File: src/rtl/core/dbam_pkg.sv
// ----------------------------------------------------------------------------
// dbam_pkg
// Shared widths, command and status codes, zone tables and the result bundle
// for the disk block allocation map.
// ----------------------------------------------------------------------------
package dbam_pkg;

  localparam int unsigned OP_W     = 3;
  localparam int unsigned TRACK_W  = 6;
  localparam int unsigned SECTOR_W = 5;
  localparam int unsigned MAP_W    = 24;
  localparam int unsigned CNT_W    = 5;
  localparam int unsigned TOTAL_W  = 10;
  localparam int unsigned STATUS_W = 2;
  localparam int unsigned ENTRY_W  = MAP_W + CNT_W;

  localparam logic [OP_W-1:0] OP_QUERY  = 3'd0;
  localparam logic [OP_W-1:0] OP_ALLOC  = 3'd1;
  localparam logic [OP_W-1:0] OP_FREE   = 3'd2;
  localparam logic [OP_W-1:0] OP_NEXT   = 3'd3;
  localparam logic [OP_W-1:0] OP_FORMAT = 3'd4;

  localparam logic [STATUS_W-1:0] ST_OK      = 2'd0;
  localparam logic [STATUS_W-1:0] ST_INVALID = 2'd1;
  localparam logic [STATUS_W-1:0] ST_USED    = 2'd2;
  localparam logic [STATUS_W-1:0] ST_FULL    = 2'd3;

  localparam logic [TRACK_W-1:0] RESET_TRACKS = 6'd35;

  localparam logic [TRACK_W-1:0] ZONE0_LAST = 6'd17;
  localparam logic [TRACK_W-1:0] ZONE1_LAST = 6'd24;
  localparam logic [TRACK_W-1:0] ZONE2_LAST = 6'd30;

  localparam logic [CNT_W-1:0] ZONE0_SIZE = 5'd21;
  localparam logic [CNT_W-1:0] ZONE1_SIZE = 5'd19;
  localparam logic [CNT_W-1:0] ZONE2_SIZE = 5'd18;
  localparam logic [CNT_W-1:0] ZONE3_SIZE = 5'd17;

  typedef struct packed {
    logic [STATUS_W-1:0] status;
    logic                block_is_free;
    logic [TRACK_W-1:0]  found_track;
    logic [SECTOR_W-1:0] found_sector;
    logic [CNT_W-1:0]    track_free_count;
    logic [TOTAL_W-1:0]  disk_free_count;
  } result_t;

  function automatic logic [CNT_W-1:0] zone_size(input logic [TRACK_W-1:0] t);
    logic [CNT_W-1:0] z;
    if (t <= ZONE0_LAST) begin
      z = ZONE0_SIZE;
    end else if (t <= ZONE1_LAST) begin
      z = ZONE1_SIZE;
    end else if (t <= ZONE2_LAST) begin
      z = ZONE2_SIZE;
    end else begin
      z = ZONE3_SIZE;
    end
    return z;
  endfunction

  function automatic logic [MAP_W-1:0] zone_mask(input logic [TRACK_W-1:0] t);
    logic [MAP_W-1:0] m;
    m = (MAP_W'(1) << zone_size(t)) - MAP_W'(1);
    return m;
  endfunction

  // lowest set bit of a bitmap word
  function automatic logic [SECTOR_W-1:0] lowest_set(input logic [MAP_W-1:0] map);
    logic [SECTOR_W-1:0] s;
    s = '0;
    for (int i = MAP_W - 1; i >= 0; i--) begin
      if (map[i]) begin
        s = SECTOR_W'(i);
      end
    end
    return s;
  endfunction

endpackage

File: src/rtl/core/disk_block_allocation_map_top.sv
// ----------------------------------------------------------------------------
// disk_block_allocation_map_top
// Block allocation map with per-track free bitmaps and counts.
// ----------------------------------------------------------------------------
// One request at a time. Every request ends with a sweep that reads one map
// entry per cycle over the active tracks to rebuild the disk free total.
// Allocate next free first reads candidate tracks on the same map port, and
// format first writes every map entry. After reset a clearing pass lays down
// the 35-track format before the first request is taken. A finished result
// waits in the output register, so the next request may be taken while it is
// still stalled.
module disk_block_allocation_map_top #(
  parameter int unsigned MAX_TRACKS      = 40,
  parameter int unsigned DIRECTORY_TRACK = 18
) (
  input  logic                               clk_i,
  input  logic                               rst_ni,
  input  logic                               track_count_we_i,
  input  logic [dbam_pkg::TRACK_W-1:0]       track_count_i,
  input  logic                               in_valid_i,
  output logic                               in_stall_o,
  input  logic [dbam_pkg::OP_W-1:0]          opcode_i,
  input  logic [dbam_pkg::TRACK_W-1:0]       track_i,
  input  logic [dbam_pkg::SECTOR_W-1:0]      sector_i,
  output logic                               out_valid_o,
  input  logic                               out_stall_i,
  output logic [dbam_pkg::STATUS_W-1:0]      status_o,
  output logic                               block_is_free_o,
  output logic [dbam_pkg::TRACK_W-1:0]       found_track_o,
  output logic [dbam_pkg::SECTOR_W-1:0]      found_sector_o,
  output logic [dbam_pkg::CNT_W-1:0]         track_free_count_o,
  output logic [dbam_pkg::TOTAL_W-1:0]       disk_free_count_o
);

  localparam logic [dbam_pkg::TRACK_W-1:0] MAX_T = dbam_pkg::TRACK_W'(MAX_TRACKS);

  logic [dbam_pkg::TRACK_W-1:0] track_count_q, track_count_d;
  logic [dbam_pkg::TRACK_W-1:0] active_tracks;
  logic                         out_valid_q, out_valid_d;
  dbam_pkg::result_t            res_q, res_d, core_res;
  logic                         core_valid, core_ready;

  assign track_count_d = track_count_we_i ? track_count_i : track_count_q;
  assign active_tracks = (track_count_q > MAX_T) ? MAX_T : track_count_q;

  dbam_core #(
    .MAX_TRACKS      (MAX_TRACKS),
    .DIRECTORY_TRACK (DIRECTORY_TRACK)
  ) u_core (
    .clk_i           (clk_i),
    .rst_ni          (rst_ni),
    .in_valid_i      (in_valid_i),
    .in_stall_o      (in_stall_o),
    .opcode_i        (opcode_i),
    .track_i         (track_i),
    .sector_i        (sector_i),
    .active_tracks_i (active_tracks),
    .res_ready_i     (core_ready),
    .res_valid_o     (core_valid),
    .res_o           (core_res)
  );

  // output register
  assign core_ready = !out_valid_q || !out_stall_i;

  always_comb begin
    out_valid_d = out_valid_q;
    res_d       = res_q;
    if (core_valid && core_ready) begin
      out_valid_d = 1'b1;
      res_d       = core_res;
    end else if (!out_stall_i) begin
      out_valid_d = 1'b0;
    end
  end

  always_ff @(posedge clk_i or negedge rst_ni) begin
    if (!rst_ni) begin
      track_count_q <= dbam_pkg::RESET_TRACKS;
      out_valid_q   <= 1'b0;
    end else begin
      track_count_q <= track_count_d;
      out_valid_q   <= out_valid_d;
    end
  end

  always_ff @(posedge clk_i) begin
    res_q <= res_d;
  end

  assign out_valid_o        = out_valid_q;
  assign status_o           = res_q.status;
  assign block_is_free_o    = res_q.block_is_free;
  assign found_track_o      = res_q.found_track;
  assign found_sector_o     = res_q.found_sector;
  assign track_free_count_o = res_q.track_free_count;
  assign disk_free_count_o  = res_q.disk_free_count;

endmodule

File: src/rtl/core/dbam_ram.sv
// ----------------------------------------------------------------------------
// dbam_ram
// Generic simple dual-port RAM, one write and one registered read port.
// ----------------------------------------------------------------------------
module dbam_ram #(
  parameter int unsigned WIDTH = 29,
  parameter int unsigned DEPTH = 41
) (
  input  logic                     clk_i,
  input  logic                     we_i,
  input  logic [$clog2(DEPTH)-1:0] waddr_i,
  input  logic [WIDTH-1:0]         wdata_i,
  input  logic                     re_i,
  input  logic [$clog2(DEPTH)-1:0] raddr_i,
  output logic [WIDTH-1:0]         rdata_o
);

  logic [WIDTH-1:0] mem_q [DEPTH];
  logic [WIDTH-1:0] rdata_q;

  always_ff @(posedge clk_i) begin
    if (we_i) begin
      mem_q[waddr_i] <= wdata_i;
    end
    if (re_i) begin
      rdata_q <= mem_q[raddr_i];
    end
  end

  assign rdata_o = rdata_q;

endmodule

File: src/rtl/core/dbam_core.sv
// ----------------------------------------------------------------------------
// dbam_core
// Sequencer and shared datapath: one map entry read or written per cycle for
// block operations, next-free search, format sweep and free-total sweep.
// ----------------------------------------------------------------------------
module dbam_core #(
  parameter int unsigned MAX_TRACKS      = 40,
  parameter int unsigned DIRECTORY_TRACK = 18
) (
  input  logic                             clk_i,
  input  logic                             rst_ni,
  input  logic                             in_valid_i,
  output logic                             in_stall_o,
  input  logic [dbam_pkg::OP_W-1:0]        opcode_i,
  input  logic [dbam_pkg::TRACK_W-1:0]     track_i,
  input  logic [dbam_pkg::SECTOR_W-1:0]    sector_i,
  input  logic [dbam_pkg::TRACK_W-1:0]     active_tracks_i,
  input  logic                             res_ready_i,
  output logic                             res_valid_o,
  output dbam_pkg::result_t                res_o
);

  localparam int unsigned DEPTH = MAX_TRACKS + 1;
  localparam int unsigned AW    = $clog2(DEPTH);
  localparam int unsigned TW    = dbam_pkg::TRACK_W;
  localparam int unsigned CW    = dbam_pkg::CNT_W;
  localparam int unsigned MW    = dbam_pkg::MAP_W;
  localparam int unsigned EW    = dbam_pkg::ENTRY_W;
  localparam logic [TW-1:0] MAX_T = TW'(MAX_TRACKS);
  localparam logic [TW-1:0] DIR_T = TW'(DIRECTORY_TRACK);

  typedef enum logic [6:0] {
    S_INIT   = 7'b0000001,
    S_IDLE   = 7'b0000010,
    S_OP     = 7'b0000100,
    S_SEARCH = 7'b0001000,
    S_FORMAT = 7'b0010000,
    S_SUM    = 7'b0100000,
    S_DONE   = 7'b1000000
  } state_e;

  function automatic logic [EW-1:0] fmt_entry(input logic [TW-1:0] t,
                                              input logic [TW-1:0] n);
    logic [CW-1:0] z;
    logic [MW-1:0] m;
    logic [EW-1:0] e;
    z = dbam_pkg::zone_size(t);
    m = dbam_pkg::zone_mask(t);
    if (t == '0 || t > n) begin
      e = '0;
    end else if (t == DIR_T) begin
      e = {m & ~MW'(3), z - CW'(2)};
    end else begin
      e = {m, z};
    end
    return e;
  endfunction

  state_e                          state_q, state_d;
  logic [dbam_pkg::OP_W-1:0]       op_q, op_d;
  logic [TW-1:0]                   trk_q, trk_d;
  logic [dbam_pkg::SECTOR_W-1:0]   sec_q, sec_d;
  logic [TW-1:0]                   n_q, n_d;
  logic [TW-1:0]                   ctr_q, ctr_d;
  logic                            up_q, up_d;
  logic                            pend_q, pend_d;
  logic [TW-1:0]                   pend_trk_q, pend_trk_d;
  logic [dbam_pkg::STATUS_W-1:0]   status_q, status_d;
  logic                            free_q, free_d;
  logic [TW-1:0]                   ft_q, ft_d;
  logic [dbam_pkg::SECTOR_W-1:0]   fs_q, fs_d;
  logic [CW-1:0]                   tcnt_q, tcnt_d;
  logic [dbam_pkg::TOTAL_W-1:0]    acc_q, acc_d;

  logic          ram_we, ram_re;
  logic [AW-1:0] ram_waddr, ram_raddr;
  logic [EW-1:0] ram_wdata, ram_rdata;
  logic [MW-1:0] rd_map, rd_shift, take_map;
  logic [CW-1:0] rd_cnt;
  logic [EW-1:0] fmt_trk;

  logic                          accept, in_range, blk_ok, cur_free;
  logic [MW-1:0]                 sec_bit;
  logic [TW-1:0]                 cand_dn, cand;
  logic [TW:0]                   up_sum;
  logic                          down_ok, up_ok, cand_ok, gen_done, pend_hit, sum_rd_ok;
  logic [dbam_pkg::SECTOR_W-1:0] fs_hit;

  dbam_ram #(
    .WIDTH (EW),
    .DEPTH (DEPTH)
  ) u_map (
    .clk_i   (clk_i),
    .we_i    (ram_we),
    .waddr_i (ram_waddr),
    .wdata_i (ram_wdata),
    .re_i    (ram_re),
    .raddr_i (ram_raddr),
    .rdata_o (ram_rdata)
  );

  assign rd_map = ram_rdata[EW-1:CW];
  assign rd_cnt = ram_rdata[CW-1:0];

  assign accept     = in_valid_i && (state_q == S_IDLE);
  assign in_stall_o = (state_q != S_IDLE);

  // addressed block
  assign in_range = (trk_q != '0) && (trk_q <= n_q);
  assign blk_ok   = in_range && (sec_q < dbam_pkg::zone_size(trk_q));
  assign rd_shift = rd_map >> sec_q;
  assign cur_free = blk_ok && rd_shift[0];
  assign sec_bit  = MW'(1) << sec_q;
  assign fmt_trk  = fmt_entry(trk_q, n_q);

  // next-free candidate order: dir-k, then dir+k
  assign cand_dn  = DIR_T - ctr_q;
  assign down_ok  = (ctr_q < DIR_T) && (cand_dn <= n_q);
  assign up_sum   = {1'b0, DIR_T} + {1'b0, ctr_q};
  assign up_ok    = up_sum <= {1'b0, n_q};
  assign cand     = up_q ? up_sum[TW-1:0] : cand_dn;
  assign cand_ok  = up_q ? up_ok : down_ok;
  assign gen_done = ctr_q > n_q;
  assign pend_hit = pend_q && (rd_map != '0);
  assign fs_hit   = dbam_pkg::lowest_set(rd_map);
  assign take_map = rd_map & ~(MW'(1) << fs_hit);

  assign sum_rd_ok = ctr_q <= n_q;

  always_comb begin
    ram_we    = 1'b0;
    ram_waddr = '0;
    ram_wdata = '0;
    ram_re    = 1'b0;
    ram_raddr = '0;
    case (state_q)
      S_INIT, S_FORMAT: begin
        ram_we    = 1'b1;
        ram_waddr = ctr_q[AW-1:0];
        ram_wdata = fmt_entry(ctr_q, n_q);
      end
      S_IDLE: begin
        ram_re    = accept;
        ram_raddr = (track_i <= MAX_T) ? track_i[AW-1:0] : '0;
      end
      S_OP: begin
        ram_waddr = trk_q[AW-1:0];
        if (op_q == dbam_pkg::OP_ALLOC && cur_free) begin
          ram_we    = 1'b1;
          ram_wdata = {rd_map & ~sec_bit, rd_cnt - CW'(1)};
        end else if (op_q == dbam_pkg::OP_FREE && blk_ok && !cur_free) begin
          ram_we    = 1'b1;
          ram_wdata = {rd_map | sec_bit, rd_cnt + CW'(1)};
        end
      end
      S_SEARCH: begin
        if (pend_hit) begin
          ram_we    = 1'b1;
          ram_waddr = pend_trk_q[AW-1:0];
          ram_wdata = {take_map, rd_cnt - CW'(1)};
        end else begin
          ram_re    = cand_ok && !gen_done;
          ram_raddr = cand[AW-1:0];
        end
      end
      S_SUM: begin
        ram_re    = sum_rd_ok;
        ram_raddr = ctr_q[AW-1:0];
      end
      default: begin
      end
    endcase
  end

  always_comb begin
    state_d    = state_q;
    op_d       = op_q;
    trk_d      = trk_q;
    sec_d      = sec_q;
    n_d        = n_q;
    ctr_d      = ctr_q;
    up_d       = up_q;
    pend_d     = pend_q;
    pend_trk_d = pend_trk_q;
    status_d   = status_q;
    free_d     = free_q;
    ft_d       = ft_q;
    fs_d       = fs_q;
    tcnt_d     = tcnt_q;
    acc_d      = acc_q;
    case (state_q)
      S_INIT: begin
        ctr_d = ctr_q + TW'(1);
        if (ctr_q == MAX_T) begin
          state_d = S_IDLE;
        end
      end
      S_IDLE: begin
        if (accept) begin
          op_d    = opcode_i;
          trk_d   = track_i;
          sec_d   = sector_i;
          n_d     = active_tracks_i;
          state_d = S_OP;
        end
      end
      S_OP: begin
        free_d = cur_free;
        ft_d   = '0;
        fs_d   = '0;
        ctr_d  = TW'(1);
        pend_d = 1'b0;
        acc_d  = '0;
        up_d   = 1'b0;
        state_d = S_SUM;
        case (op_q)
          dbam_pkg::OP_ALLOC: begin
            status_d = !blk_ok   ? dbam_pkg::ST_INVALID :
                       !cur_free ? dbam_pkg::ST_USED : dbam_pkg::ST_OK;
            tcnt_d   = !in_range ? '0 : (cur_free ? rd_cnt - CW'(1) : rd_cnt);
          end
          dbam_pkg::OP_FREE: begin
            status_d = blk_ok ? dbam_pkg::ST_OK : dbam_pkg::ST_INVALID;
            tcnt_d   = !in_range ? '0 :
                       ((blk_ok && !cur_free) ? rd_cnt + CW'(1) : rd_cnt);
          end
          dbam_pkg::OP_NEXT: begin
            status_d = dbam_pkg::ST_OK;
            tcnt_d   = in_range ? rd_cnt : '0;
            state_d  = S_SEARCH;
          end
          dbam_pkg::OP_FORMAT: begin
            status_d = dbam_pkg::ST_OK;
            tcnt_d   = fmt_trk[CW-1:0];
            ctr_d    = '0;
            state_d  = S_FORMAT;
          end
          default: begin
            status_d = blk_ok ? dbam_pkg::ST_OK : dbam_pkg::ST_INVALID;
            tcnt_d   = in_range ? rd_cnt : '0;
          end
        endcase
      end
      S_SEARCH: begin
        if (pend_hit) begin
          ft_d    = pend_trk_q;
          fs_d    = fs_hit;
          tcnt_d  = rd_cnt - CW'(1);
          ctr_d   = TW'(1);
          pend_d  = 1'b0;
          state_d = S_SUM;
        end else if (gen_done && !pend_q) begin
          status_d = dbam_pkg::ST_FULL;
          ctr_d    = TW'(1);
          state_d  = S_SUM;
        end else begin
          pend_d     = cand_ok && !gen_done;
          pend_trk_d = cand;
          if (!gen_done) begin
            up_d = !up_q;
            if (up_q) begin
              ctr_d = ctr_q + TW'(1);
            end
          end
        end
      end
      S_FORMAT: begin
        ctr_d = ctr_q + TW'(1);
        if (ctr_q == MAX_T) begin
          ctr_d   = TW'(1);
          pend_d  = 1'b0;
          state_d = S_SUM;
        end
      end
      S_SUM: begin
        pend_d     = sum_rd_ok;
        pend_trk_d = ctr_q;
        if (sum_rd_ok) begin
          ctr_d = ctr_q + TW'(1);
        end
        if (pend_q && pend_trk_q != DIR_T) begin
          acc_d = acc_q + dbam_pkg::TOTAL_W'(rd_cnt);
        end
        if (!sum_rd_ok && !pend_q) begin
          state_d = S_DONE;
        end
      end
      S_DONE: begin
        if (res_ready_i) begin
          state_d = S_IDLE;
        end
      end
      default: begin
        state_d = S_IDLE;
      end
    endcase
  end

  always_ff @(posedge clk_i or negedge rst_ni) begin
    if (!rst_ni) begin
      state_q <= S_INIT;
      n_q     <= (dbam_pkg::RESET_TRACKS > MAX_T) ? MAX_T : dbam_pkg::RESET_TRACKS;
      ctr_q   <= '0;
      up_q    <= 1'b0;
      pend_q  <= 1'b0;
    end else begin
      state_q <= state_d;
      n_q     <= n_d;
      ctr_q   <= ctr_d;
      up_q    <= up_d;
      pend_q  <= pend_d;
    end
  end

  always_ff @(posedge clk_i) begin
    op_q       <= op_d;
    trk_q      <= trk_d;
    sec_q      <= sec_d;
    pend_trk_q <= pend_trk_d;
    status_q   <= status_d;
    free_q     <= free_d;
    ft_q       <= ft_d;
    fs_q       <= fs_d;
    tcnt_q     <= tcnt_d;
    acc_q      <= acc_d;
  end

  assign res_valid_o            = (state_q == S_DONE);
  assign res_o.status           = status_q;
  assign res_o.block_is_free    = free_q;
  assign res_o.found_track      = ft_q;
  assign res_o.found_sector     = fs_q;
  assign res_o.track_free_count = tcnt_q;
  assign res_o.disk_free_count  = acc_q;

  a_accept_to_op: assert property (@(posedge clk_i) disable iff (!rst_ni)
    accept |=> state_q == S_OP)
    else $error("request not followed by block operation");

  a_found_track_ok: assert property (@(posedge clk_i) disable iff (!rst_ni)
    (state_q == S_SEARCH && pend_hit) |->
      (pend_trk_q != DIR_T && pend_trk_q != '0 && pend_trk_q <= n_q))
    else $error("next-free search took an illegal track");

  a_found_sector_ok: assert property (@(posedge clk_i) disable iff (!rst_ni)
    (state_q == S_SEARCH && pend_hit) |-> fs_hit < dbam_pkg::zone_size(pend_trk_q))
    else $error("next-free search took a sector outside the zone");

  a_no_write_in_sum: assert property (@(posedge clk_i) disable iff (!rst_ni)
    (state_q == S_SUM || state_q == S_DONE) |-> !ram_we)
    else $error("map written during free-total sweep");

endmodule

File: config.mk
export PLATFORM = sky130hd
export DESIGN_NAME = disk_block_allocation_map_top
export DESIGN_NICKNAME = d
export VERILOG_FILES = /design/src/rtl/core/dbam_pkg.sv /design/src/rtl/core/disk_block_allocation_map_top.sv /design/src/rtl/core/dbam_ram.sv /design/src/rtl/core/dbam_core.sv
export SDC_FILE = /design/constraint.sdc
export NUM_CORES = 2
export LEC_CHECK = 0
export BUFFER_PORTS_ARGS = -buffer_cell sky130_fd_sc_hd__buf_2
export CAP_MARGIN = 0
export CORE_ASPECT_RATIO = 1.75
export CORE_MARGIN = 3
export CORE_UTILIZATION = 40
export DETAILED_ROUTE_END_ITERATION = 12
export GPL_TIMING_DRIVEN = 1
export PLACE_DENSITY_LB_ADDON = 0.15
export SETUP_SLACK_MARGIN = 0.1
export SLEW_MARGIN = 20
export SYNTH_ARGS = -nofsm -noshare
export SYNTH_HDL_FRONTEND = slang
export SYNTH_SLANG_ARGS = --single-unit
File: constraint.sdc
create_clock -name clk_i -period 7.5 [get_ports clk_i]
set_input_delay 1.125 -clock clk_i [delete_from_list [all_inputs] [get_ports clk_i]]
set_output_delay 1.125 -clock clk_i [all_outputs]
set_load 0.02 [all_outputs]
==> run metrics <==
status=completed; most frequent CP cell=nand2_1; Final Hold Fails=0; vias in the first global route=35700; WP buf/inv=1; Initial Util=0.404; IR drop worst, VDD=~230 µV; core area=roughly 140000 µm²; DR WL/cell=28.3 µm; die width=286 µm; Area growth syn-to-layout=12.2%; XOR/XNOR Fraction of Synth Area=0.00478; DR iter-0 viols=3145; Hold WC Path Type=in2async; RSZ-0062 raised after global routing=no; Max-Cap Viols=0; # clock sinks=1324; Worst setup SP type=register; final period utilization=0.728; Cell Chain, Critical Path=nor4_1 -> nand2_1 -> o41ai_2 -> nand2_1 -> o21ai_4 -> buf_4 -> or2_2 -> and4b_1 -> a41oi_1 -> nand4b_1; Slew Limit Fails=0; Ys Warns=0; antenna violations before repair=14; RR Startpoint=u_core.u_map.rdata_o[6]; first-pass detailed-route iteration total=9; Worst Path Arrival=5.92 ns; Post-CTS Resized=0; nets=4556; Crit Path Class=reg2reg; ys flop type=edfxtp_1; die area=142000 µm²; combinational fraction of design power=0.301; Max-slew headroom=0.250; DP Area=58000 µm²; Worst Setup SP=u_core.u_map.rdata_o[6]; FP Rows=179; sw frac=0.365; Final Setup Violations=0; delay-heaviest family, CP=simple AND/OR/NAND/NOR gates; Seq pwr share=0.417; post-synthesis sequential area ratio=0.720; post-route ant nets=0; Port Buffer Count=55; power consumption=around 21 mW; Synth Area in Adders=0.00923; Net Count, Synth=4543; setup TNS=0 ns; DP HPWL=~110 mm; maximum clock rate=183 MHz; Max Buffers Root-to-Sink=3; I/O pin total=56; Tmin final=~5.5 ns; CP max FO=33; global-route wire length before repair=roughly 260 mm; Worst Path Required=7.96 ns; Vias/cell=approximately 5.7; CP Capture Type=register; Mapped Area=55000 µm²; synthesized instance count=4478; Total GRT Usage=0.251; Synth Area in Compound Gates=0.0472; post-synthesis mux area share=0.00666; mean post-synth cell area=between 10 and 15 µm²; Simple-Gate Fraction of Synth Area=0.189; design area=61700 µm²; largest family of logic cells by synthesized area=simple AND/OR/NAND/NOR gates; switching power=7.78 mW; placer congestion estimate=roughly 0.93; post-synth cell types=just over 80; Clock Latency Late Sink=~0.76 ns; Post-synth EDFFs=1296; Power Density=~350 nW/µm²; final wirelength=181 mm; Clock Skew=0.0640 ns; clock network power share=0.282; most common cell after layout, fill and taps aside=edfxtp_1; layout cells sized above 1=0.0955; most frequent cells in the layout=edfxtp_1, nand2_1, nand3_1; Worst-path clk slew=~0.08 ns; Clock Tree Root=clkbuf_16; hold buffers post-CTS=0; grt ovf=0; Slew @ Worst Pin=1.12 ns; async set or reset register ratio after synthesis=0.0211; maximum number of pins on one net before global-route repair=132; # DRC=0; Die H=497 µm; CP max stage cell=o41ai_2; H-tree depth=3; CTS tree=done; Post-CTS Repair Setup Buffers=0; Pint=13.5 mW; register bit count reported by yosys=1324; vias=36400; CTS Buf Count=approximately 120; P_leak=20.3 nW; CP peak stage delay=0.89 ns
-- power by group through the flow --
stage	clock [mW]	combinational (mW)	sequential, mW
after detailed placement	0	6.40	9.02
after global routing	6.38	6.96	8.89
after global placement	0	6.39	9.03
final	6.01	6.42	8.88
after CTS	6.12	6.43	8.87
after floorplan	0	4.02	8.76
-- cells by family (layout without fill, tap and decap cells) --
logic type | Yosys count | in the layout
xor gates and xnor gates | 30 | 30
DFF | 1324 | 1324
adders and majority gates | 40 | 40
AOI/OAI and AO/OA | 410 | 410
and+or+nand+nor | 2349 | 2349
buffers and inverters | 291 | 398
other | 1 | 5
muxes | 33 | 33
-- layout make-up --
type	count	area, µm²
multi-input cells	2863	14700
repair buffers	158	1300
inverters	27	101
clock inverters	67	649
flip-flops and latches	1324	39600
well taps	1810	2260
clock buffers	146	3080
fillers	12400	74400
diodes	4	10.0
-- synth_stat cells, types with 6 or more instances --
cell type	number	share of area
edfxtp_1	1296	0.71
nand2_1	1261	0.086
nand3_1	641	0.058
nor2_1	149	0.010
a21oi_1	143	0.013
clkbuf_1	133	0.0091
buf_2	116	0.011
nand4_1	95	0.011
nor3_1	71	0.0065
o21ai_0	64	0.0058
a31oi_1	40	0.0045
ha_1	39	0.0089
and3_1	33	0.0038
inv_1	25	0.0017
o211ai_1	25	0.0034
mux2i_1	22	0.0040
dfrtp_1	21	0.0096
xor2_1	16	0.0025
a22oi_1	15	0.0020
nor2b_1	15	0.0017
and2_1	14	0.0016
xnor2_1	14	0.0022
a211oi_1	12	0.0016
a21o_1	11	0.0015
nand3b_1	11	0.0015
o21bai_1	11	0.0015
o22ai_1	11	0.0013
o31ai_1	11	0.0015
buf_1	9	0.00061
mux2_2	9	0.0018
nand2b_1	9	0.0010
o21a_1	9	0.0012
a32oi_1	8	0.0013
nor4_1	8	0.00091
dfstp_2	7	0.0033
or3_1	6	0.00068
-- layer usage --
metal  part of all wire  wire [µm]  GRT usage  vias up
li1                   -          -          -    16400
met2               0.52      94100      0.453     1232
met1               0.37      66600      0.293    18500
met5                  0          0          0        -
met3              0.049       8870     0.0259      332
met4              0.062      11300      0.139        0
-- sequential cells by signal, indices dropped and copies added, names as in the netlist, 2 cells and up --
name                  flops
u_core.acc_q             10
disk_free_count_o        10
u_core.fs_q               5
status_o                  2
u_core.n_q                6
u_core.sec_q              5
u_core.status_q           2
u_core.u_map.rdata_o     29
track_free_count_o        5
u_core.u_map.mem_q     1189
u_core.pend_trk_q         6
u_core.ft_q               6
u_core.tcnt_q             5
u_core.trk_q              6
track_count_q             6
u_core.state_q            7
u_core.op_q               3
found_sector_o            5
u_core.ctr_q              6
found_track_o             6
-- path summary, 6_finish.rpt --
| path | to | slack [ns] | cells past startpoint |
|---|---|---|---|
| worst max register to register | u_core.u_map.rdata_o[27] | 2.04 | 10 |
| min in group clk_i | track_free_count_o[1] | 0.42 | 0 |
| max in group asynchronous | track_count_q[4] | 6.58 | 1 |
| worst min-delay path | out_valid_o | 0.42 | 1 |
| worst min register to register | track_free_count_o[1] | 0.42 | 0 |
| worst max-delay path | u_core.u_map.rdata_o[27] | 2.04 | 10 |
-- stage by stage --
| step | cells | setup WS [ns] | utilization | hold slack [ns] |
|---|---|---|---|---|
| floorplan | 4478 | 1.53 | - | 0.400 |
| global placement | 6176 | 2.09 | 0.425 | 0.402 |
| detailed placement | 6180 | 2.13 | 0.426 | 0.407 |
| CTS | 6393 | 2.10 | 0.453 | 0.389 |
| global route | 6398 | 1.87 | 0.453 | 0.426 |
| finish | 6399 | 2.04 | 0.453 | 0.419 |
Power figures use the tool's default switching activity.
